File: config.mk
export PLATFORM = sky130hd
export DESIGN_NAME = positional_list_insert_delete
export DESIGN_NICKNAME = d
export VERILOG_FILES = /design/src/plid_pkg.sv /design/src/plid_ctrl.sv /design/src/plid_dp.sv /design/src/positional_list_insert_delete.sv
export SDC_FILE = /design/constraint.sdc
export NUM_CORES = 2
export LEC_CHECK = 0
export CAP_MARGIN = 20
export CORE_MARGIN = 1.5
export CORE_UTILIZATION = 45
export DETAILED_ROUTE_END_ITERATION = 10
export DONT_BUFFER_PORTS = 1
export HOLD_SLACK_MARGIN = 0.12
export REMOVE_ABC_BUFFERS = 1
export SLEW_MARGIN = 15
export SYNTH_ARGS = -nofsm -noshare
export SYNTH_HDL_FRONTEND = slang
export SYNTH_HIERARCHICAL = 1
export SYNTH_SLANG_ARGS = --single-unit
File: constraint.sdc
create_clock -name clk -period 19.9 [get_ports clk]
set_input_delay 2.985 -clock clk [delete_from_list [all_inputs] [get_ports clk]]
set_output_delay 2.985 -clock clk [all_outputs]
set_load 0.01 [all_outputs]
File: src/plid_pkg.sv
// shared types and constants for the positional list block
// no dependencies
package plid_pkg;

  localparam int CAPACITY_DEF = 32;
  localparam int OP_W         = 2;
  localparam int POS_W        = 6;
  localparam int VAL_W        = 32;
  localparam int ST_W         = 2;
  localparam int CNT_OUT_W    = 6;

  localparam logic [OP_W-1:0] OP_INSERT = 2'd0;
  localparam logic [OP_W-1:0] OP_DELETE = 2'd1;
  localparam logic [OP_W-1:0] OP_DUMP   = 2'd2;

  localparam logic [ST_W-1:0] ST_OK      = 2'd0;
  localparam logic [ST_W-1:0] ST_BAD_POS = 2'd1;
  localparam logic [ST_W-1:0] ST_FULL    = 2'd2;

  typedef struct packed {
    logic ins;
    logic del;
    logic single;
    logic dump_start;
    logic dump_step;
  } plid_cmd_t;

  typedef struct packed {
    logic out_valid;
    logic count_zero;
    logic dump_last;
  } plid_stat_t;

endpackage

File: src/plid_ctrl.sv
// controller state machine for the positional list block
// depends on plid_pkg
module plid_ctrl import plid_pkg::*; (
  input  logic            clk,
  input  logic            rst_n,
  input  logic            in_valid,
  input  logic [OP_W-1:0] in_op,
  input  logic            out_stall,
  input  plid_stat_t      stat,
  output logic            in_stall,
  output plid_cmd_t       cmd
);

  typedef enum logic {S_IDLE, S_DUMP} state_t;

  state_t state_r, state_nxt;
  logic   out_busy;
  logic   accept;

  assign out_busy = stat.out_valid && out_stall;
  assign in_stall = (state_r != S_IDLE) || out_busy;
  assign accept   = in_valid && !in_stall;

  always_comb begin
    state_nxt = state_r;
    cmd       = '0;
    unique case (state_r)
      S_IDLE: begin
        if (accept) begin
          unique case (in_op)
            OP_INSERT: cmd.ins = 1'b1;
            OP_DELETE: cmd.del = 1'b1;
            OP_DUMP: begin
              if (stat.count_zero) begin
                cmd.single = 1'b1;
              end else begin
                cmd.dump_start = 1'b1;
                state_nxt      = S_DUMP;
              end
            end
            default: cmd.single = 1'b1;
          endcase
        end
      end
      S_DUMP: begin
        if (!out_busy) begin
          cmd.dump_step = 1'b1;
          if (stat.dump_last) begin
            state_nxt = S_IDLE;
          end
        end
      end
      default: state_nxt = S_IDLE;
    endcase
  end

  always_ff @(posedge clk) begin
    if (!rst_n) begin
      state_r <= S_IDLE;
    end else begin
      state_r <= state_nxt;
    end
  end

endmodule

File: src/plid_dp.sv
// datapath: element cells, length counter, dump index and output register
// depends on plid_pkg
module plid_dp import plid_pkg::*; #(
  parameter int CAPACITY = CAPACITY_DEF
) (
  input  logic                    clk,
  input  logic                    rst_n,
  input  plid_cmd_t               cmd,
  input  logic [POS_W-1:0]        in_position,
  input  logic signed [VAL_W-1:0] in_value,
  input  logic                    out_stall,
  output plid_stat_t              stat,
  output logic                    out_valid,
  output logic [ST_W-1:0]         out_status,
  output logic signed [VAL_W-1:0] out_element,
  output logic [CNT_OUT_W-1:0]    out_count,
  output logic                    out_last
);

  localparam int CW   = $clog2(CAPACITY + 1);
  localparam int CMPW = ((CW > POS_W) ? CW : POS_W) + 1;

  logic signed [VAL_W-1:0] slots_r [CAPACITY];
  logic signed [VAL_W-1:0] slots_nxt [CAPACITY];
  logic [CW-1:0]           count_r, count_nxt;
  logic [CW-1:0]           idx_r, idx_nxt;
  logic                    out_valid_r, out_valid_nxt;
  logic [ST_W-1:0]         out_status_r, out_status_nxt;
  logic signed [VAL_W-1:0] out_element_r, out_element_nxt;
  logic [CNT_OUT_W-1:0]    out_count_r, out_count_nxt;
  logic                    out_last_r, out_last_nxt;

  logic [CMPW-1:0] pos_c, cnt_c, pos_m1;
  logic            ins_bad, ins_full, del_bad, ins_ok, del_ok;
  logic [ST_W-1:0] op_status;

  assign pos_c  = CMPW'(in_position);
  assign cnt_c  = CMPW'(count_r);
  assign pos_m1 = pos_c - CMPW'(1);

  assign ins_bad  = (pos_c == '0) || (pos_c > cnt_c + CMPW'(1));
  assign ins_full = (count_r == CW'(CAPACITY));
  assign del_bad  = (pos_c == '0) || (pos_c > cnt_c);
  assign ins_ok   = cmd.ins && !ins_bad && !ins_full;
  assign del_ok   = cmd.del && !del_bad;

  always_comb begin
    op_status = ST_OK;
    if (cmd.ins) begin
      if (ins_bad) begin
        op_status = ST_BAD_POS;
      end else if (ins_full) begin
        op_status = ST_FULL;
      end
    end else if (cmd.del && del_bad) begin
      op_status = ST_BAD_POS;
    end
  end

  // per-cell next value: insert shifts up, delete shifts down, dump rotates
  for (genvar j = 0; j < CAPACITY; j++) begin : g_cell
    logic signed [VAL_W-1:0] above;
    logic signed [VAL_W-1:0] below;
    logic [CMPW-1:0]         jc;

    assign jc = CMPW'(j);

    if (j < CAPACITY - 1) begin : g_above
      assign above = slots_r[j+1];
    end else begin : g_top
      assign above = slots_r[j];
    end

    if (j > 0) begin : g_below
      assign below = slots_r[j-1];
    end else begin : g_bottom
      assign below = slots_r[j];
    end

    always_comb begin
      slots_nxt[j] = slots_r[j];
      if (ins_ok) begin
        if (jc == pos_m1) begin
          slots_nxt[j] = in_value;
        end else if (jc > pos_m1) begin
          slots_nxt[j] = below;
        end
      end else if (del_ok) begin
        if (jc >= pos_m1) begin
          slots_nxt[j] = above;
        end
      end else if (cmd.dump_step) begin
        if (jc + CMPW'(1) < cnt_c) begin
          slots_nxt[j] = above;
        end else if (jc + CMPW'(1) == cnt_c) begin
          slots_nxt[j] = slots_r[0];
        end
      end
    end
  end

  always_comb begin
    count_nxt = count_r;
    if (ins_ok) begin
      count_nxt = count_r + CW'(1);
    end else if (del_ok) begin
      count_nxt = count_r - CW'(1);
    end
  end

  always_comb begin
    idx_nxt = idx_r;
    if (cmd.dump_start) begin
      idx_nxt = '0;
    end else if (cmd.dump_step) begin
      idx_nxt = idx_r + CW'(1);
    end
  end

  assign stat.out_valid  = out_valid_r;
  assign stat.count_zero = (count_r == '0);
  assign stat.dump_last  = (idx_r + CW'(1) == count_r);

  always_comb begin
    out_valid_nxt   = out_valid_r && out_stall;
    out_status_nxt  = out_status_r;
    out_element_nxt = out_element_r;
    out_count_nxt   = out_count_r;
    out_last_nxt    = out_last_r;
    if (cmd.ins || cmd.del || cmd.single) begin
      out_valid_nxt   = 1'b1;
      out_status_nxt  = op_status;
      out_element_nxt = '0;
      out_count_nxt   = CNT_OUT_W'(count_nxt);
      out_last_nxt    = 1'b1;
    end else if (cmd.dump_step) begin
      out_valid_nxt   = 1'b1;
      out_status_nxt  = ST_OK;
      out_element_nxt = slots_r[0];
      out_count_nxt   = CNT_OUT_W'(count_r);
      out_last_nxt    = stat.dump_last;
    end
  end

  always_ff @(posedge clk) begin
    if (!rst_n) begin
      count_r     <= '0;
      idx_r       <= '0;
      out_valid_r <= 1'b0;
    end else begin
      count_r     <= count_nxt;
      idx_r       <= idx_nxt;
      out_valid_r <= out_valid_nxt;
    end
  end

  always_ff @(posedge clk) begin
    slots_r       <= slots_nxt;
    out_status_r  <= out_status_nxt;
    out_element_r <= out_element_nxt;
    out_count_r   <= out_count_nxt;
    out_last_r    <= out_last_nxt;
  end

  assign out_valid   = out_valid_r;
  assign out_status  = out_status_r;
  assign out_element = out_element_r;
  assign out_count   = out_count_r;
  assign out_last    = out_last_r;

endmodule

File: src/positional_list_insert_delete.sv
// top level of the positional list block: controller plus datapath
// depends on plid_pkg, plid_ctrl, plid_dp
// An ordered list of up to CAPACITY signed 32-bit elements held in a row of
// register cells. Insert and delete change the cells from their position up
// in the cycle they are transferred in, and their single result sits in the
// output register in the next cycle, so they run at one item per cycle when
// the output is not stalled. A dump has a start step, then one result per
// cycle unless the output stalls, as the cells rotate past the head cell,
// ending with the list in its original order. No new item is taken in a dump.
module positional_list_insert_delete import plid_pkg::*; #(
  parameter int CAPACITY = CAPACITY_DEF
) (
  input  logic                    clk,
  input  logic                    rst_n,
  input  logic                    in_valid,
  output logic                    in_stall,
  input  logic [OP_W-1:0]         in_op,
  input  logic [POS_W-1:0]        in_position,
  input  logic signed [VAL_W-1:0] in_value,
  output logic                    out_valid,
  input  logic                    out_stall,
  output logic [ST_W-1:0]         out_status,
  output logic signed [VAL_W-1:0] out_element,
  output logic [CNT_OUT_W-1:0]    out_count,
  output logic                    out_last
);

  plid_cmd_t  cmd;
  plid_stat_t stat;

  plid_ctrl u_ctrl (
    .clk      (clk),
    .rst_n    (rst_n),
    .in_valid (in_valid),
    .in_op    (in_op),
    .out_stall(out_stall),
    .stat     (stat),
    .in_stall (in_stall),
    .cmd      (cmd)
  );

  plid_dp #(
    .CAPACITY(CAPACITY)
  ) u_dp (
    .clk        (clk),
    .rst_n      (rst_n),
    .cmd        (cmd),
    .in_position(in_position),
    .in_value   (in_value),
    .out_stall  (out_stall),
    .stat       (stat),
    .out_valid  (out_valid),
    .out_status (out_status),
    .out_element(out_element),
    .out_count  (out_count),
    .out_last   (out_last)
  );

endmodule

After elaboration in Yosys (flattened, before gate mapping)
Index checks and enable logic that the tools add are counted.

Word-level logic and storage cells: 641. Bits of input ports: 44. Output and inout port bits: 43. Flip-flop bits (word level): 1079.

Equal/unequal tests: 131. Magnitude comparators: 96. Bitwise operators: 2. Add/sub/neg operators: 5. Multiplexer cells: 279. Reduce and logical (&&, ||, !) cells: 88.

Operators by type and width (count): 2-to-1 mux 32 bit (253); AND reduction 4 bit (31); nonzero test 4 bit (30); == test 5 x 7 -> 1 bit (first input constant) (16); > comparator 5 x 7 -> 1 bit (first input constant) (16); greater-or-equal comparator 5 x 7 -> 1 bit (first input constant) (15); == test 5 x 6 -> 1 bit (first input constant) (16); < comparator 5 x 6 -> 1 bit (first input constant) (16); inequality test 3 x 2 -> 1 bit (second input constant) (31); inequality test 3 bit (second input constant) (31); == test 4 x 7 -> 1 bit (first input constant) (8); greater-or-equal comparator 4 x 7 -> 1 bit (first input constant) (8); > comparator 4 x 7 -> 1 bit (first input constant) (8); == test 4 x 6 -> 1 bit (first input constant) (8); < comparator 4 x 6 -> 1 bit (first input constant) (8); == test 3 x 7 -> 1 bit (first input constant) (4); greater-or-equal comparator 3 x 7 -> 1 bit (first input constant) (4); > comparator 3 x 7 -> 1 bit (first input constant) (4); == test 3 x 6 -> 1 bit (first input constant) (4); < comparator 3 x 6 -> 1 bit (first input constant) (4); 2-to-1 mux 6 bit (4); == test 2 x 7 -> 1 bit (first input constant) (2); greater-or-equal comparator 1 x 7 -> 1 bit (first input constant) (2); greater-or-equal comparator 2 x 7 -> 1 bit (first input constant) (2); 35 further kinds (76).

Logic depth before layout (Yosys ltp)
Word-level depth: 10. Mapped depth: 17. Mapped depth without buffers: 11.

Cells and area by module
The synthesis kept the hierarchy.

By module, submodules not included: plid_dp (instances 1, sequential area each 31910.6 sq um, cells an instance 5598, area an instance 62812.7 sq um); plid_ctrl (instances 1, sequential area each 20.0 sq um, cells an instance 14, area an instance 110.1 sq um).

Worst setup path after synthesis
Ideal clock, no wire load.

Path kind: input port to flip-flop. Start: input in_position[0]. End: register u_dp.slots_r, in the netlist u_dp/g_cell[27].above[0], enable pin. Data required time: 19420 ps. Library setup time: 480 ps. Arrival: 7972 ps. Stages on the path: 14. Path slack: 11448 ps. Path through: clkbuf_1 > inv_1 > ha_1 > buf_2 > or3b_1 > buf_2 > or3_1 > buf_2 > nand3_2 > or2_2 > buf_4 > buf_2 > a32oi_1 > a311oi_1.

Cells in the longest elaborated chain, start to end: 7.

RTL lines: start: declaration (RTL line positional_list_insert_delete.sv:18) `input logic [POS_W-1:0] in_position,`; parallel branches: the longest is 6 deep, another holds subtractor 6 x 1 -> 7 bit; AND reduction 4 bit (no source line) (*); end signal: assignment (RTL line plid_dp.sv:158) `slots_r <= slots_nxt;`; end: declaration (RTL line plid_dp.sv:23) `logic signed [VAL_W-1:0] slots_r [CAPACITY];`.

Every way passes the cells marked *. A chain may end at the register's enable or synchronous reset.

==> reports/qor.yml <==
cts_made_buffers: 121
grt_pass1_vias: 48200
startpoint_type: "input port"
pre_cts_ws_ns: 10.81
grt_max_degree: 204
yosys.cell_types.count: 81
yosys_warnings: 6
syn_avg_cell_area_sq_um: 11.2
cp_slowest_cell: "nand2_1"
drive_above_1_share_pct: 9.05
ios: 87
cts.sinks: 1079
first_pass_iters: 6
fin_crit_ns: 8.69
r2r_start: "u_dp/count_r[3]"
relSlewSlack_pct: 15.3
drt_iter0_markers: 7787
status: "complete, no violations"
die_width_um: 377
area_delta_synth_final_pct: 8.00
critPathMaxFanout: 203
slew_violations: 0
fmax_ghz: 0.115
cp.arrival_ns: 9.25
synth_ff_type: "edfxtp_1"
regToRegSetupSlack_ns: 12.13
drcViolationCount: 0
placed_cells: 6874
crit_cells: 11
fin_tns_setup_ns: 0
wl_um: 244000
power.density_mw_per_mm2: 84.2
crit_end: "u_dp/g_cell[28].above[9]"
yosys.cell_count.top_type: "mux2i_1"
crit_chain: "inv_1 -> ha_1 -> or3b_1 -> or3_1 -> nand3_2 -> or2_4 -> buf_4 -> buf_12 -> buf_4 -> nand2_1 -> o221ai_1"
skew_ns: 0.0473
grt_antenna_before_repair: 4
postSynthCellCount: 5612
ir_worst_vdd_mv: 0.0795
synth_top_cells_by_area: "edfxtp_1 (49%), mux2i_1 (17%), o221ai_1 (9.5%)"
cts_root_buf: "clkbuf_16"
syn_area_sq_mm: 0.0629
critical_path_required_ns: 20.47
p_leak_nw: 25.4
portBuffers: 0
hold_class: "flip-flop to flip-flop"
rows: 137
instances_no_fill: 7103
power_mw: 5.72
finalCritPeriodShare_pct: 43.6
cts_tree: "yes"
grt-ovfl-total: 0
grt_usage_pct: 33.3
ant_nets: 0
async_flop_share_pct: 0
start_util_pct: 45.2
rsz0062_at_grt: "false"
clkLatencyLatePin_ns: 0.77
maxCapViolCount: 0
tightest_slew_ns: 1.27
htreeDepth: 3
ctsResizeCount: 0
hold_buffers: 0
worstSetupPathType: "input port to flip-flop"
slowest_delay_ns: 0.81
critPathLaunch: "in_position[0]"
vias_per_cell: 7.27
setup_slack_ns: 11.21
critPathCaptureType: "flip-flop"
yosys.area.top_type: "edfxtp_1"
synth_commonest_cells: "mux2i_1 (1062), edfxtp_1 (1032), nand3_1 (704)"
cts_setup_buffers: 0
worst-path-buf-inv: 4
grt_pass1_wl_um: 348000
core-area_sq_mm: 0.139
clk_pin_slew_ns: 0.06
ys_seq_area_share_pct: 50.7
vias: 51600
gp_congestion: 0.885
die_area_sq_mm: 0.142
synth_top_area_share_pct: 49.3
nets: 5189
reg2regPathDepth: 12
synth_edf_count: 1032
place_hpwl_um: 127000
crit_family: "simple AND/OR/NAND/NOR gates"
route.detailed.wl_per_inst_um: 34.4
hold_viol_final: 0
clk_path_buf_depth: 3
finalSetupViolCount: 0
cp_common_cell: "buf_4"
final_core_util_pct: 48.8
reg2reg_to: "u_dp/g_cell[28].above[9]"
dieHeight_um: 377
ys_ff_latch: 1079
worst min path at each step:
| stage | endpoint | cells after the start | slack [ns] | from |
|---|---|---|---|---|
| 6_report | u_ctrl/state_r | 2 | 0.50 | u_ctrl/state_r |
| 5_1_grt | u_ctrl/state_r | 2 | 0.52 | u_ctrl/state_r |
| 4_1_cts | u_ctrl/state_r | 2 | 0.49 | u_ctrl/state_r |
| 3_5_place_dp | u_ctrl/state_r | 2 | 0.48 | u_ctrl/state_r |
| 3_3_place_gp | u_ctrl/state_r | 2 | 0.47 | u_ctrl/state_r |
| 2_1_floorplan | u_ctrl/state_r | 2 | 0.46 | u_ctrl/state_r |
power by group:
part | switching [mW] | internal [mW] | total (mW) | leakage, nW
combinational | 0.570 | 0.267 | 0.836 | 13.8
clock | 0.990 | 1.26 | 2.25 | 1.89
sequential | 0.0379 | 2.60 | 2.63 | 9.71
layer usage:
metal,share of wire (%),up-vias,track usage (%)
li1,-,21400,-
met1,39,26000,43.8
met2,45,3568,52.7
met3,11,703,6.45
met4,5.2,5,15.4
met5,0.037,-,0.377
cells in the final DEF, fill, tap and decap left out, types with 22 or more instances in the layout:
master	netlist	routed
mux2i_1	1062	1061
edfxtp_1	1032	1032
nand3_1	704	694
o221ai_1	681	675
nand2_1	407	393
a21oi_1	188	183
buf_4	7	145
a22oi_1	127	127
clkbuf_16	0	125
o21ai_0	90	83
dfxtp_1	47	47
nor2_1	47	43
nor2b_1	38	38
a31oi_1	42	38
and3_1	39	36
or3_1	35	35
a211oi_1	39	34
a22o_1	32	32
o221a_2	31	31
clkbuf_1	481	28
clkinv_1	1	26
clkinv_2	0	22
ha_1	22	22
cells by family after synthesis:
family	synth area share [%]
adders and majority gates	0.437
buffers and inverters	5.29
DFF	50.7
AOI/OAI and AO/OA	16.2
and+or+nand+nor	10.2
muxes	16.9
xor gates and xnor gates	0.306
worst min-delay path: cells and delay by family (launching register included):
family | cells | cell delay, ns
DFF | 1 | 0.34
AOI/OAI and AO/OA | 1 | 0.05
and+or+nand+nor | 1 | 0.06
cell type report:
type                       count  area [sq um]
multi-input combinational   3750         28500
sequential                  1079         31900
inverter                      19          71.3
clock inverter                63           508
timing repair buffer         152          1210
tap                         1876          2350
clock buffer                 163          3370
fill                       12500         71200
antenna                        1          2.50
state kept, by name (all words and copies together) (netlist names):
| register | cells |
|---|---|
| u_dp/out_element | 32 |
| u_dp/count_r | 6 |
| u_dp/out_valid | 1 |
| u_dp/g_cell.above | 928 |
| u_dp/out_count | 6 |
| u_dp/idx_r | 6 |
| u_ctrl/state_r | 1 |
| u_dp/g_cell.below | 96 |
| u_dp/out_status | 2 |
| u_dp/out_last | 1 |
through the flow:
step | hold slack (ns) | instance area [sq um]
after global placement | 0.470 | 64000
after global routing | 0.525 | 68000
after floorplan | 0.455 | 59700
after CTS | 0.488 | 67900
final | 0.497 | 68000
after detailed placement | 0.480 | 64000
Note: power is estimated with default switching activity, not from simulation.
